$ cat src/hw/rtl/rbma_pkg.sv
package rbma_pkg;

	localparam int DEPTH = 64;
	localparam int PTR_W = (DEPTH > 1) ? $clog2(DEPTH) : 1;
	localparam int CNT_W = $clog2(DEPTH + 1);
	localparam int QUEUE_DEPTH = 2;
	localparam int QP_W = $clog2(QUEUE_DEPTH);
	localparam int QC_W = $clog2(QUEUE_DEPTH + 1);

	localparam int CFG_IDX_W = 2;
	localparam int CFG_DATA_W = 7;

	localparam logic [CFG_IDX_W-1:0] CFG_SAMPLE_WIDTH  = 2'd0;
	localparam logic [CFG_IDX_W-1:0] CFG_IS_SIGNED     = 2'd1;
	localparam logic [CFG_IDX_W-1:0] CFG_FILTER_ENABLE = 2'd2;
	localparam logic [CFG_IDX_W-1:0] CFG_DEPTH_IN_USE  = 2'd3;

	localparam logic [1:0] WIDTH_8  = 2'd0;
	localparam logic [1:0] WIDTH_16 = 2'd1;
	localparam logic [1:0] WIDTH_32 = 2'd2;

	localparam logic KIND_WRITE = 1'b0;
	localparam logic KIND_READ  = 1'b1;

	typedef struct packed {
		logic        kind;
		logic [31:0] sample;
	} in_item_t;

	typedef struct packed {
		logic [31:0] read_data;
		logic        read_valid;
		logic [6:0]  fill_count;
		logic [31:0] running_sum;
		logic [31:0] average;
	} out_item_t;

	typedef struct packed {
		logic                  we;
		logic [CFG_IDX_W-1:0]  index;
		logic [CFG_DATA_W-1:0] data;
	} cfg_write_t;

	function automatic logic [31:0] width_mask(input logic [1:0] w);
		logic [31:0] m;
		begin
			case (w)
				WIDTH_8:  m = 32'h0000_00FF;
				WIDTH_16: m = 32'h0000_FFFF;
				default:  m = 32'hFFFF_FFFF;
			endcase
			return m;
		end
	endfunction

	function automatic logic [31:0] extend(input logic [31:0] raw, input logic [1:0] w,
			input logic sgn);
		logic [31:0] v;
		begin
			v = raw & width_mask(w);
			case (w)
				WIDTH_8: begin
					if (sgn && v[7]) v[31:8] = '1;
				end
				WIDTH_16: begin
					if (sgn && v[15]) v[31:16] = '1;
				end
				default: begin
				end
			endcase
			return v;
		end
	endfunction

endpackage

$ cat src/hw/rtl/rbma_front.sv
module rbma_front (
	input  logic              clk,
	input  logic              arst_n,
	input  logic              item_valid,
	output logic              item_ready,
	input  rbma_pkg::in_item_t item,
	output logic              q_valid,
	input  logic              q_ready,
	output rbma_pkg::in_item_t q_item
);
	import rbma_pkg::*;

	in_item_t          entry_q [QUEUE_DEPTH];
	logic [QP_W-1:0]   wr_ptr_q;
	logic [QP_W-1:0]   rd_ptr_q;
	logic [QC_W-1:0]   cnt_q;
	logic              push;
	logic              pop;

	assign item_ready = (cnt_q != QC_W'(QUEUE_DEPTH));
	assign q_valid    = (cnt_q != '0);
	assign push       = item_valid && item_ready;
	assign pop        = q_valid && q_ready;

	// Only the kind bit and the sample travel on; anything other than a read is a write.
	always_comb begin
		q_item = entry_q[rd_ptr_q];
		q_item.kind = (entry_q[rd_ptr_q].kind == KIND_READ) ? KIND_READ : KIND_WRITE;
	end

	always_ff @(posedge clk) begin
		if (push) entry_q[wr_ptr_q] <= item;
	end

	always_ff @(posedge clk or negedge arst_n) begin
		if (!arst_n) begin
			wr_ptr_q <= '0;
			rd_ptr_q <= '0;
			cnt_q    <= '0;
		end else begin
			if (push) wr_ptr_q <= (int'(wr_ptr_q) == QUEUE_DEPTH - 1) ? '0 : wr_ptr_q + 1'b1;
			if (pop)  rd_ptr_q <= (int'(rd_ptr_q) == QUEUE_DEPTH - 1) ? '0 : rd_ptr_q + 1'b1;
			if (push && !pop)      cnt_q <= cnt_q + 1'b1;
			else if (pop && !push) cnt_q <= cnt_q - 1'b1;
		end
	end

endmodule

$ cat src/hw/rtl/rbma_div.sv
module rbma_div (
	input  logic                       clk,
	input  logic                       arst_n,
	input  logic                       start,
	input  logic [31:0]                dividend,
	input  logic [rbma_pkg::CNT_W-1:0] divisor,
	output logic [31:0]                quotient,
	output logic                       busy,
	output logic                       done
);
	import rbma_pkg::*;

	logic [31:0]      dvd_q;
	logic [CNT_W-1:0] rem_q;
	logic [4:0]       step_q;
	logic             busy_q;
	logic             done_q;
	logic [CNT_W:0]   trial;
	logic             fits;

	// One quotient bit per cycle; quotient bits shift into the dividend register.
	assign trial = {rem_q, dvd_q[31]};
	assign fits  = (trial >= {1'b0, divisor});

	always_ff @(posedge clk) begin
		if (start) begin
			dvd_q <= dividend;
			rem_q <= '0;
		end else if (busy_q) begin
			dvd_q <= {dvd_q[30:0], fits};
			rem_q <= fits ? CNT_W'(trial - {1'b0, divisor}) : CNT_W'(trial);
		end
	end

	always_ff @(posedge clk or negedge arst_n) begin
		if (!arst_n) begin
			busy_q <= 1'b0;
			done_q <= 1'b0;
			step_q <= '0;
		end else begin
			done_q <= 1'b0;
			if (start) begin
				busy_q <= 1'b1;
				step_q <= '0;
			end else if (busy_q) begin
				step_q <= step_q + 1'b1;
				if (step_q == 5'd31) begin
					busy_q <= 1'b0;
					done_q <= 1'b1;
				end
			end
		end
	end

	assign quotient = dvd_q;
	assign busy     = busy_q;
	assign done     = done_q;

endmodule

$ cat src/hw/rtl/rbma_back.sv
module rbma_back (
	input  logic                 clk,
	input  logic                 arst_n,
	input  rbma_pkg::cfg_write_t cfg,
	input  logic                 q_valid,
	output logic                 q_ready,
	input  rbma_pkg::in_item_t   q_item,
	output logic                 result_valid,
	input  logic                 result_ready,
	output rbma_pkg::out_item_t  result
);
	import rbma_pkg::*;

	typedef enum logic [4:0] {
		ST_IDLE  = 5'b00001,
		ST_EXEC  = 5'b00010,
		ST_START = 5'b00100,
		ST_DIV   = 5'b01000,
		ST_OUT   = 5'b10000
	} state_t;

	state_t           state_q;
	logic [31:0]      mem_q [DEPTH];
	logic [DEPTH-1:0] valid_q;
	logic [PTR_W-1:0] wp_q;
	logic [PTR_W-1:0] rp_q;
	logic [CNT_W-1:0] cnt_q;
	logic [31:0]      sum_q;

	logic [1:0]       sample_width_q;
	logic             is_signed_q;
	logic             filter_enable_q;
	logic [6:0]       depth_q;

	in_item_t         cur_q;
	logic [31:0]      raw_s1;
	logic             raw_valid_s1;
	logic [31:0]      rdata_q;
	logic             rvalid_q;
	logic             neg_q;
	out_item_t        out_q;
	logic             out_valid_q;

	logic             pop;
	logic             exec_write;
	logic             exec_read;
	logic [PTR_W-1:0] rd_addr;
	logic [CNT_W-1:0] depth_eff;
	logic [CNT_W-1:0] wp_inc;
	logic [CNT_W-1:0] rp_inc;
	logic [31:0]      old_ext;
	logic [31:0]      wr_sample;
	logic [31:0]      new_ext;
	logic [31:0]      raw_ext;
	logic             neg;
	logic [31:0]      dividend;
	logic             div_start;
	logic [31:0]      div_quo;
	logic             div_busy;
	logic             div_done;
	logic [31:0]      avg;
	logic             out_load;

	always_comb begin
		if (depth_q == '0)              depth_eff = CNT_W'(1);
		else if (int'(depth_q) > DEPTH) depth_eff = CNT_W'(DEPTH);
		else                            depth_eff = CNT_W'(depth_q);
	end

	assign q_ready    = (state_q == ST_IDLE);
	assign pop        = q_ready && q_valid;
	assign rd_addr    = (q_item.kind == KIND_READ) ? rp_q : wp_q;
	assign exec_write = (state_q == ST_EXEC) && (cur_q.kind == KIND_WRITE);
	assign exec_read  = (state_q == ST_EXEC) && (cur_q.kind == KIND_READ) && (cnt_q != '0);

	assign wp_inc    = CNT_W'(wp_q) + 1'b1;
	assign rp_inc    = CNT_W'(rp_q) + 1'b1;
	// An entry never written since reset reads as zero.
	assign raw_ext   = extend(raw_valid_s1 ? raw_s1 : 32'h0, sample_width_q, is_signed_q);
	assign old_ext   = raw_ext;
	assign wr_sample = cur_q.sample & width_mask(sample_width_q);
	assign new_ext   = extend(wr_sample, sample_width_q, is_signed_q);

	// The divider works on magnitudes; a negative signed sum is negated before and after.
	assign neg       = is_signed_q && sum_q[31];
	assign dividend  = neg ? (32'h0 - sum_q) : sum_q;
	assign div_start = (state_q == ST_START);
	assign avg       = (neg_q ? (32'h0 - div_quo) : div_quo) & width_mask(sample_width_q);
	assign out_load  = (state_q == ST_OUT) && (!out_valid_q || result_ready);

	rbma_div u_div (
		.clk      (clk),
		.arst_n   (arst_n),
		.start    (div_start),
		.dividend (dividend),
		.divisor  (depth_eff),
		.quotient (div_quo),
		.busy     (div_busy),
		.done     (div_done)
	);

	always_ff @(posedge clk) begin
		if (pop) begin
			raw_s1       <= mem_q[rd_addr];
			raw_valid_s1 <= valid_q[rd_addr];
			cur_q        <= q_item;
		end
		if (exec_write) mem_q[wp_q] <= wr_sample;
	end

	always_ff @(posedge clk) begin
		if (state_q == ST_EXEC) begin
			rdata_q  <= exec_read ? raw_ext : 32'h0;
			rvalid_q <= exec_read;
		end
		if (div_start) neg_q <= neg;
		if (out_load) begin
			out_q.read_data   <= rdata_q;
			out_q.read_valid  <= rvalid_q;
			out_q.fill_count  <= 7'(cnt_q);
			out_q.running_sum <= sum_q;
			out_q.average     <= avg;
		end
	end

	always_ff @(posedge clk or negedge arst_n) begin
		if (!arst_n) begin
			state_q         <= ST_IDLE;
			valid_q         <= '0;
			wp_q            <= '0;
			rp_q            <= '0;
			cnt_q           <= '0;
			sum_q           <= '0;
			sample_width_q  <= WIDTH_8;
			is_signed_q     <= 1'b0;
			filter_enable_q <= 1'b0;
			depth_q         <= 7'd64;
			out_valid_q     <= 1'b0;
		end else begin
			case (state_q)
				ST_IDLE: begin
					if (q_valid) state_q <= ST_EXEC;
				end
				ST_EXEC: begin
					state_q <= ST_START;
				end
				ST_START: begin
					state_q <= ST_DIV;
				end
				ST_DIV: begin
					if (div_done) state_q <= ST_OUT;
				end
				ST_OUT: begin
					if (out_load) state_q <= ST_IDLE;
				end
				default: begin
					state_q <= ST_IDLE;
				end
			endcase

			if (exec_write) begin
				valid_q[wp_q] <= 1'b1;
				if (filter_enable_q) sum_q <= sum_q + new_ext - old_ext;
				if (cnt_q < depth_eff) cnt_q <= cnt_q + 1'b1;
				wp_q <= (wp_inc >= depth_eff) ? '0 : wp_inc[PTR_W-1:0];
			end
			if (exec_read) begin
				cnt_q <= cnt_q - 1'b1;
				rp_q  <= (rp_inc >= depth_eff) ? '0 : rp_inc[PTR_W-1:0];
			end

			if (cfg.we) begin
				case (cfg.index)
					CFG_SAMPLE_WIDTH:  sample_width_q <= cfg.data[1:0];
					CFG_IS_SIGNED:     is_signed_q    <= cfg.data[0];
					CFG_FILTER_ENABLE: begin
						filter_enable_q <= cfg.data[0];
						sum_q           <= '0;
					end
					CFG_DEPTH_IN_USE:  depth_q <= cfg.data;
					default: begin
					end
				endcase
			end

			if (out_load)          out_valid_q <= 1'b1;
			else if (result_ready) out_valid_q <= 1'b0;
		end
	end

	assign result_valid = out_valid_q;
	assign result       = out_q;

	assert property (@(posedge clk) disable iff (!arst_n) int'(cnt_q) <= DEPTH)
		else $error("fill count above store depth");

	assert property (@(posedge clk) disable iff (!arst_n) div_start |-> !div_busy)
		else $error("divider started while busy");

	assert property (@(posedge clk) disable iff (!arst_n)
		exec_read |=> (cnt_q == $past(cnt_q) - 1'b1))
		else $error("read of a stored entry did not decrement the count");

	assert property (@(posedge clk) disable iff (!arst_n)
		(state_q == ST_DIV && div_done) |=> (state_q == ST_OUT))
		else $error("quotient finished but result stage not entered");

endmodule

$ cat src/hw/rtl/ring_buffer_moving_average_unit.sv
// Ring buffer with moving average.
// A request on the item channel (item_valid/item_ready) either writes a sample
// into the ring or reads the oldest stored entry. Every request produces exactly
// one result on the result channel (result_valid/result_ready) carrying the read
// data, the fill count, the moving sum and the sum divided by the depth in use.
// Configuration is written through cfg_we/cfg_index/cfg_data, one register per
// cycle; the user must write it only while no request is in flight, as the
// block itself does not enforce this. A two-entry queue takes requests while
// the execution side is busy. Each request then passes from the queue through
// one store read, one update, one divider load, 32 steps of the bit-serial
// divider at one bit per cycle, a finishing step and the registering of the
// result; the next request leaves the queue only after that result is loaded.
// When the receiver stalls, the finished result holds in the output register and
// execution waits to deliver the next; the queue keeps accepting until full.
// Reset empties the queue and clears the store's valid bits, pointers, count and
// sum at once, so the block accepts requests in the first cycle after reset.
module ring_buffer_moving_average_unit (
	input  logic                                 clk,
	input  logic                                 arst_n,
	input  logic                                 item_valid,
	output logic                                 item_ready,
	input  rbma_pkg::in_item_t                   item,
	output logic                                 result_valid,
	input  logic                                 result_ready,
	output rbma_pkg::out_item_t                  result,
	input  logic                                 cfg_we,
	input  logic [rbma_pkg::CFG_IDX_W-1:0]       cfg_index,
	input  logic [rbma_pkg::CFG_DATA_W-1:0]      cfg_data
);
	import rbma_pkg::*;

	logic       q_valid;
	logic       q_ready;
	in_item_t   q_item;
	cfg_write_t cfg;

	assign cfg.we    = cfg_we;
	assign cfg.index = cfg_index;
	assign cfg.data  = cfg_data;

	rbma_front u_front (
		.clk        (clk),
		.arst_n     (arst_n),
		.item_valid (item_valid),
		.item_ready (item_ready),
		.item       (item),
		.q_valid    (q_valid),
		.q_ready    (q_ready),
		.q_item     (q_item)
	);

	rbma_back u_back (
		.clk          (clk),
		.arst_n       (arst_n),
		.cfg          (cfg),
		.q_valid      (q_valid),
		.q_ready      (q_ready),
		.q_item       (q_item),
		.result_valid (result_valid),
		.result_ready (result_ready),
		.result       (result)
	);

endmodule

$ cat config.mk
export PLATFORM = sky130hd
export DESIGN_NAME = ring_buffer_moving_average_unit
export DESIGN_NICKNAME = d
export VERILOG_FILES = /design/src/hw/rtl/rbma_pkg.sv /design/src/hw/rtl/rbma_front.sv /design/src/hw/rtl/rbma_div.sv /design/src/hw/rtl/rbma_back.sv /design/src/hw/rtl/ring_buffer_moving_average_unit.sv
export SDC_FILE = /design/constraint.sdc
export NUM_CORES = 2
export LEC_CHECK = 0
export BUFFER_PORTS_ARGS = -buffer_cell sky130_fd_sc_hd__buf_2
export CORE_ASPECT_RATIO = 1.25
export CORE_MARGIN = 4
export CORE_UTILIZATION = 55
export DETAILED_ROUTE_END_ITERATION = 10
export PLACE_DENSITY = 0.71
export SLEW_MARGIN = 20
export SYNTH_ARGS = -nofsm -noshare
export SYNTH_HDL_FRONTEND = slang
export SYNTH_HIERARCHICAL = 1
export SYNTH_SLANG_ARGS = --single-unit
export TNS_END_PERCENT = 100
$ cat constraint.sdc
create_clock -name clk -period 10 [get_ports clk]
set_clock_uncertainty 0.1 [all_clocks]
set_input_delay 0 -clock clk [delete_from_list [all_inputs] [get_ports clk]]
set_output_delay 0 -clock clk [all_outputs]
set_load 0.01 [all_outputs]
# == Word level (Yosys, flattened, before mapping) ==
# Memories as Yosys holds them, arrays and structs flattened. A register that Yosys moved wholly into a read port is not among the register bits.
# Index checks and enable logic that the tools add are counted.
# totals
register_bits,354
latchBits,0
mem_bits_rw,2114
mem_bits_ro,0
input_bits,47
output_inout_bits,106
wordCells,162
mem_count,2
# classes
addsub,14
multipliers,0
div,0
order_cmp,8
n_eq_ne,14
n_shift,0
mux,54
bitwise_logic,6
n_reduce_logical,34
# memory_table
memory,words,width,read_ports,rd_clocked_by_memory_dff,write_ports,line_no,source
u_back.mem_q,64,32,1,1,1,rbma_back.sv:23,logic [31:0] mem_q [DEPTH];
u_front.entry_q,2,33,1,0,1,rbma_front.sv:13,in_item_t entry_q [QUEUE_DEPTH];
# ops
cell,n
32-bit 2-to-1 mux,9
32-bit bitwise AND,4
64-bit OR,1
16-bit one-hot mux with 2 select lines,2
32-bit one-hot mux with 2 select lines,1
1-bit by 32-bit subtractor with 32-bit output (first input constant),2
24-bit 2-to-1 mux,2
7-bit 2-to-1 mux,6
32-bit adder,1
16-bit 2-to-1 mux,2
32-bit subtractor,1
5-bit 2-to-1 mux,5
5-bit one-hot mux with 5 select lines,1
6-bit 2-to-1 mux,3
1-bit 2-to-1 mux,17
8-bit 2-to-1 mux,2
6-bit by 1-bit adder with 7-bit output (second input constant),2
7-bit >= comparator,2
1-bit logical AND,14
6-bit by 7-bit < comparator with 1-bit output (second input constant),2
2-bit nonzero test,6
5-bit == test (second input constant),2
2-bit AND reduction,5
8-bit by 7-bit >= comparator with 1-bit output,1
28 further kinds,37

# == Longest topological paths before layout ==
# logic_depth
ltp_word,13
ltp_mapped,19

# == Hierarchy ==
# Netlist, hierarchy kept.
# by_module_without_submodules
module,n_inst,cells_each,area_each_um2
rbma_back,1,5102,95392.7
rbma_front,1,121,2727.6
rbma_div,1,202,2479.9

# == Least setup slack after synthesis ==
# OpenSTA, ideal clock, no wires.
# synth_path
path_kind,flip-flop to flip-flop
start,register u_back.state_q[1]
end,"register u_back.out_q (netlist bit u_back/result[0]), enable pin"
t_arrival_ns,5.053
t_required_ns,9.332
setup_slack_ns,4.280
path_stages_with_launch,4
path_buffers,0
synth_period_minus_slack_ns,5.720
cell_sequence,dfrtp_1 nor3_1 nand2_1 nor2_1
# synth_via
elab_chain_len,2
# synth_rtl
item,line_no,source
from (decl),rbma_back.sv:22,state_t state_q;
from (signal assigned),rbma_back.sv:128,state_q <= ST_IDLE;
from (signal assigned),rbma_back.sv:142,if (q_valid) state_q <= ST_EXEC;
from (signal assigned),rbma_back.sv:145,state_q <= ST_START;
5-bit == test,rbma_back.sv:89,assign out_load = (state_q == ST_OUT) && (!out_valid_q || result_ready);
1-bit logical AND,rbma_back.sv:89,
via u_back.out_load,rbma_back.sv:62,logic out_load;
to (decl),rbma_back.sv:41,out_item_t out_q;
# The timed path passes the listed nets, and every way through them passes these cells.
# A chain may end at the register's enable or synchronous reset.

==> results.toml <==
[placed_design]
dp_cells = 7832
port_buffers = 152
dp_hpwl_um = 145800
globalplace.congestion = 0.9053

[cts]
cts.htree.levels = 4
hold_buffers = 101
cts_root_buf = "clkbuf_16"
clk_path_buf_depth = 3
post_cts_buffers = 0
clk_pin_slew_ns = 0.07
clk_latency_ns = 0.86
cts.sinks = 2500
cts_buffers = 219
cts_resized = 0
cts_tree = "yes"

[sta]
setup_violations = 0
fmax_mhz = 178.3
holdWs_ns = 0.07012
hold_viol = 0
post-route-period-util_pct = 56.09
min_period_ns = 5.609
rsz0062_at_grt = "false"
worst_pin_slew_ns = 1.154
maxSlewViolCount = 0
max_slew_margin_pct = 22.25
setup_tns_ns = 0

[critical_path]
cp_cell_sequence = "buf_4 -> mux2_4 -> mux2i_4 -> buf_4 -> buf_12 -> mux4_2 -> nand2_1 -> nand2_1 -> o21ai_0 -> o22ai_1 -> a221o_1"
worstSetupEndpointType = "register"
crit_fanout = 69
required_ns = 10.51
max_stage_delay_ns = 0.74
rr_worst_depth = 11
cp-start-kind = "register"
cp.arrival_ns = 6.12
critPathSlowestCell = "o21ai_0"
path_class = "reg2reg"

[floorplan]
die_x_um = 390.5
dieArea_sq_mm = 0.1899
ioPinCount = 153
row_count = 175
die_height_um = 486.2
coreArea_sq_mm = 0.1820
start_util_pct = 55.29

[grt]
grt_util_met1_pct = 35.67
grt_max_degree = 127
antenna_found_initial = 11
track_usage_pct = 27.55
grt_first_pass_wirelength_um = 376800
use_met2_pct = 45.37
met3_usage_pct = 5.032
grt_pass1_vias = 54010
grt_overflow = 0
busiest_layer = "met2"

[cells_and_area]
layout.cells.non_filler = 8347
final_cell_mix = "edfxtp_1, nand2_1, mux4_2"
fin_nets = 5916
layout_commonest_cell = "edfxtp_1"
layout-drive-gt1-share_pct = 23.85
post-route-util_pct = 62.19
area_growth_pct = 12.48

[run_status]
status = "completed"

[min_path]
hold_class = "in2reg"
whs_path_depth = 4

[power_and_ir_drop]
switching_share_pct = 32.04
power_mw = 31.87
peakVddDrop_mv = 0.3437
p_int_mw = 21.66
clockPowerShare_pct = 26.2
p_switching_mw = 10.21
pwr_density_cell_mw_per_mm2 = 281.7
pwr-share-comb_pct = 31.1
p_seq_share_pct = 42.6
leakage_nw = 38.65

[drt]
num_vias = 53280
drt_wl_total_um = 258400
drc = 0
drtAntennaViolNets = 0
dr.pass1.iters = 5
viasPerCell = 6.383
post_drt_wl_per_cell_um = 30.96
drtIter0Drc = 6332

[yosys]
syn_inst = 5425
synth_nets = 5576
synthFlopType = "edfxtp_1"
ys_async_sr_fraction_pct = 5.720
synth_area_sq_mm = 0.1006
synth_edf_count = 2350
yosys_warnings = 6
ys_seq_elements = 2500
seq_area_frac_synth_pct = 73.85
synth.distinct_cells = 80
synth_area_per_cell_sq_um = 18.54

[run]
maxCapViolations = 0
==> flip-flops by register name, indices dropped and copies added, names as in the netlist, 2 cells and up <==
register               count
u_back/cnt_q               7
u_back/cur_q              33
u_back/depth_q             7
u_back/mem_q            2048
u_back/raw_s1             32
u_back/rdata_q            32
u_back/result            104
u_back/rp_q                6
u_back/sample_width_q      2
u_back/state_q             5
u_back/sum_q              32
u_back/u_div/quotient     32
u_back/u_div/rem_q         7
u_back/u_div/step_q        5
u_back/valid_q            64
u_back/wp_q                6
u_front/cnt_q              2
u_front/entry_q           66
==> cell families (layout without fill, tap and decap cells) <==
logic type,count (synthesis),in the layout,synth area share [%]
flops,2500,2500,73.85
simple gates,1133,1133,5.277
mux,640,640,13.19
compound gates,532,532,3.521
buf+inv,406,934,1.665
xor+xnor,110,110,0.9577
fa+ha+maj,104,104,1.540
other cells,0,5,0
==> path summary, 6_finish.rpt <==
path                                         start                        to  slack (ns)
worst min-delay path                  cfg_index[1]  u_back/sample_width_q[0]        0.07
worst min register to register  u_back/rdata_q[31]        u_back/result[103]        0.32
worst max register to register    u_front/rd_ptr_q         u_back/raw_s1[10]        4.39
min in group asynchronous                   arst_n          u_back/sum_q[23]        0.16
max in group asynchronous                   arst_n          u_front/rd_ptr_q        8.66
worst max-delay path              u_front/rd_ptr_q         u_back/raw_s1[10]        4.39
==> power groups by stage <==
| stage | clock network (mW) | logic, mW | registers [mW] |
|---|---|---|---|
| 2_1_floorplan | 0 | 6.89 | 13.7 |
| 3_3_place_gp | 0 | 9.67 | 13.8 |
| 3_5_place_dp | 0 | 9.82 | 13.8 |
| 4_1_cts | 8.47 | 9.91 | 13.6 |
| 5_1_grt | 8.91 | 10.7 | 13.6 |
| 6_report | 8.36 | 9.92 | 13.6 |
==> critical path, delay by kind of cell, from the launching register on <==
| kind | cells | cell delay (ns) |
|---|---|---|
| compound gates | 3 | 1.28 |
| buf+inv | 3 | 1.83 |
| flops | 1 | 0.34 |
| mux | 3 | 1.52 |
| simple gates | 2 | 0.13 |
==> layer usage <==
| layer | part of all wire (%) | vias up |
|---|---|---|
| met5 | 0.0050 | - |
| li1 | - | 22140 |
| met1 | 36 | 27770 |
| met4 | 5.6 | 2 |
| met3 | 9.6 | 535 |
| met2 | 49 | 2832 |
==> cells in the mapped netlist (9+ instances only) <==
cell	n	area (sq um)
buf_2	64	320.3
o22ai_1	37	231.5
ha_1	71	888.4
mux4_2	532	11980
nand4_1	14	87.58
nand2_1	539	2023
a21oi_1	84	420.4
xnor2_1	81	709.4
dfrtp_1	141	3528
nand3b_1	9	67.56
fa_1	33	660.6
buf_1	41	153.9
a31oi_1	74	462.9
or3_1	9	56.30
edfxtp_1	2350	70570
clkbuf_1	167	626.9
nor2_1	160	600.6
a22o_1	10	87.58
mux2_2	50	563.0
nor3_1	13	65.06
or2_2	68	425.4
and2_1	114	713.2
nand2b_1	20	125.1
o21ai_0	111	555.5
a211oi_1	71	533.0
nor2b_1	41	256.5
inv_1	127	476.7
mux2i_1	27	270.3
a221o_1	29	290.3
and3_1	11	68.82
nand3_1	93	465.5
o31ai_1	19	142.6
xor2_1	29	254.0
mux2_4	29	435.4
a21o_1	37	277.8
==> through the flow <==
stage,cell area (sq um),setup WS [ns]
finish,113200,4.391
CTS,113100,4.289
detailed placement,105000,4.295
global route,113200,4.026
global placement,105000,4.351
floorplan,100600,4.280
==> cell type report <==
type / instances / area (sq um)
antenna: 5 / 12.51
clock buffer: 284 / 5921
clock inverter: 125 / 1159
fill: 12410 / 68800
inverter: 127 / 476.7
multi-input combinational: 2519 / 25270
sequential: 2500 / 74290
tap: 2389 / 2989
timing repair buffer: 398 / 3039
No activity file was read; power rests on OpenSTA's default activity.
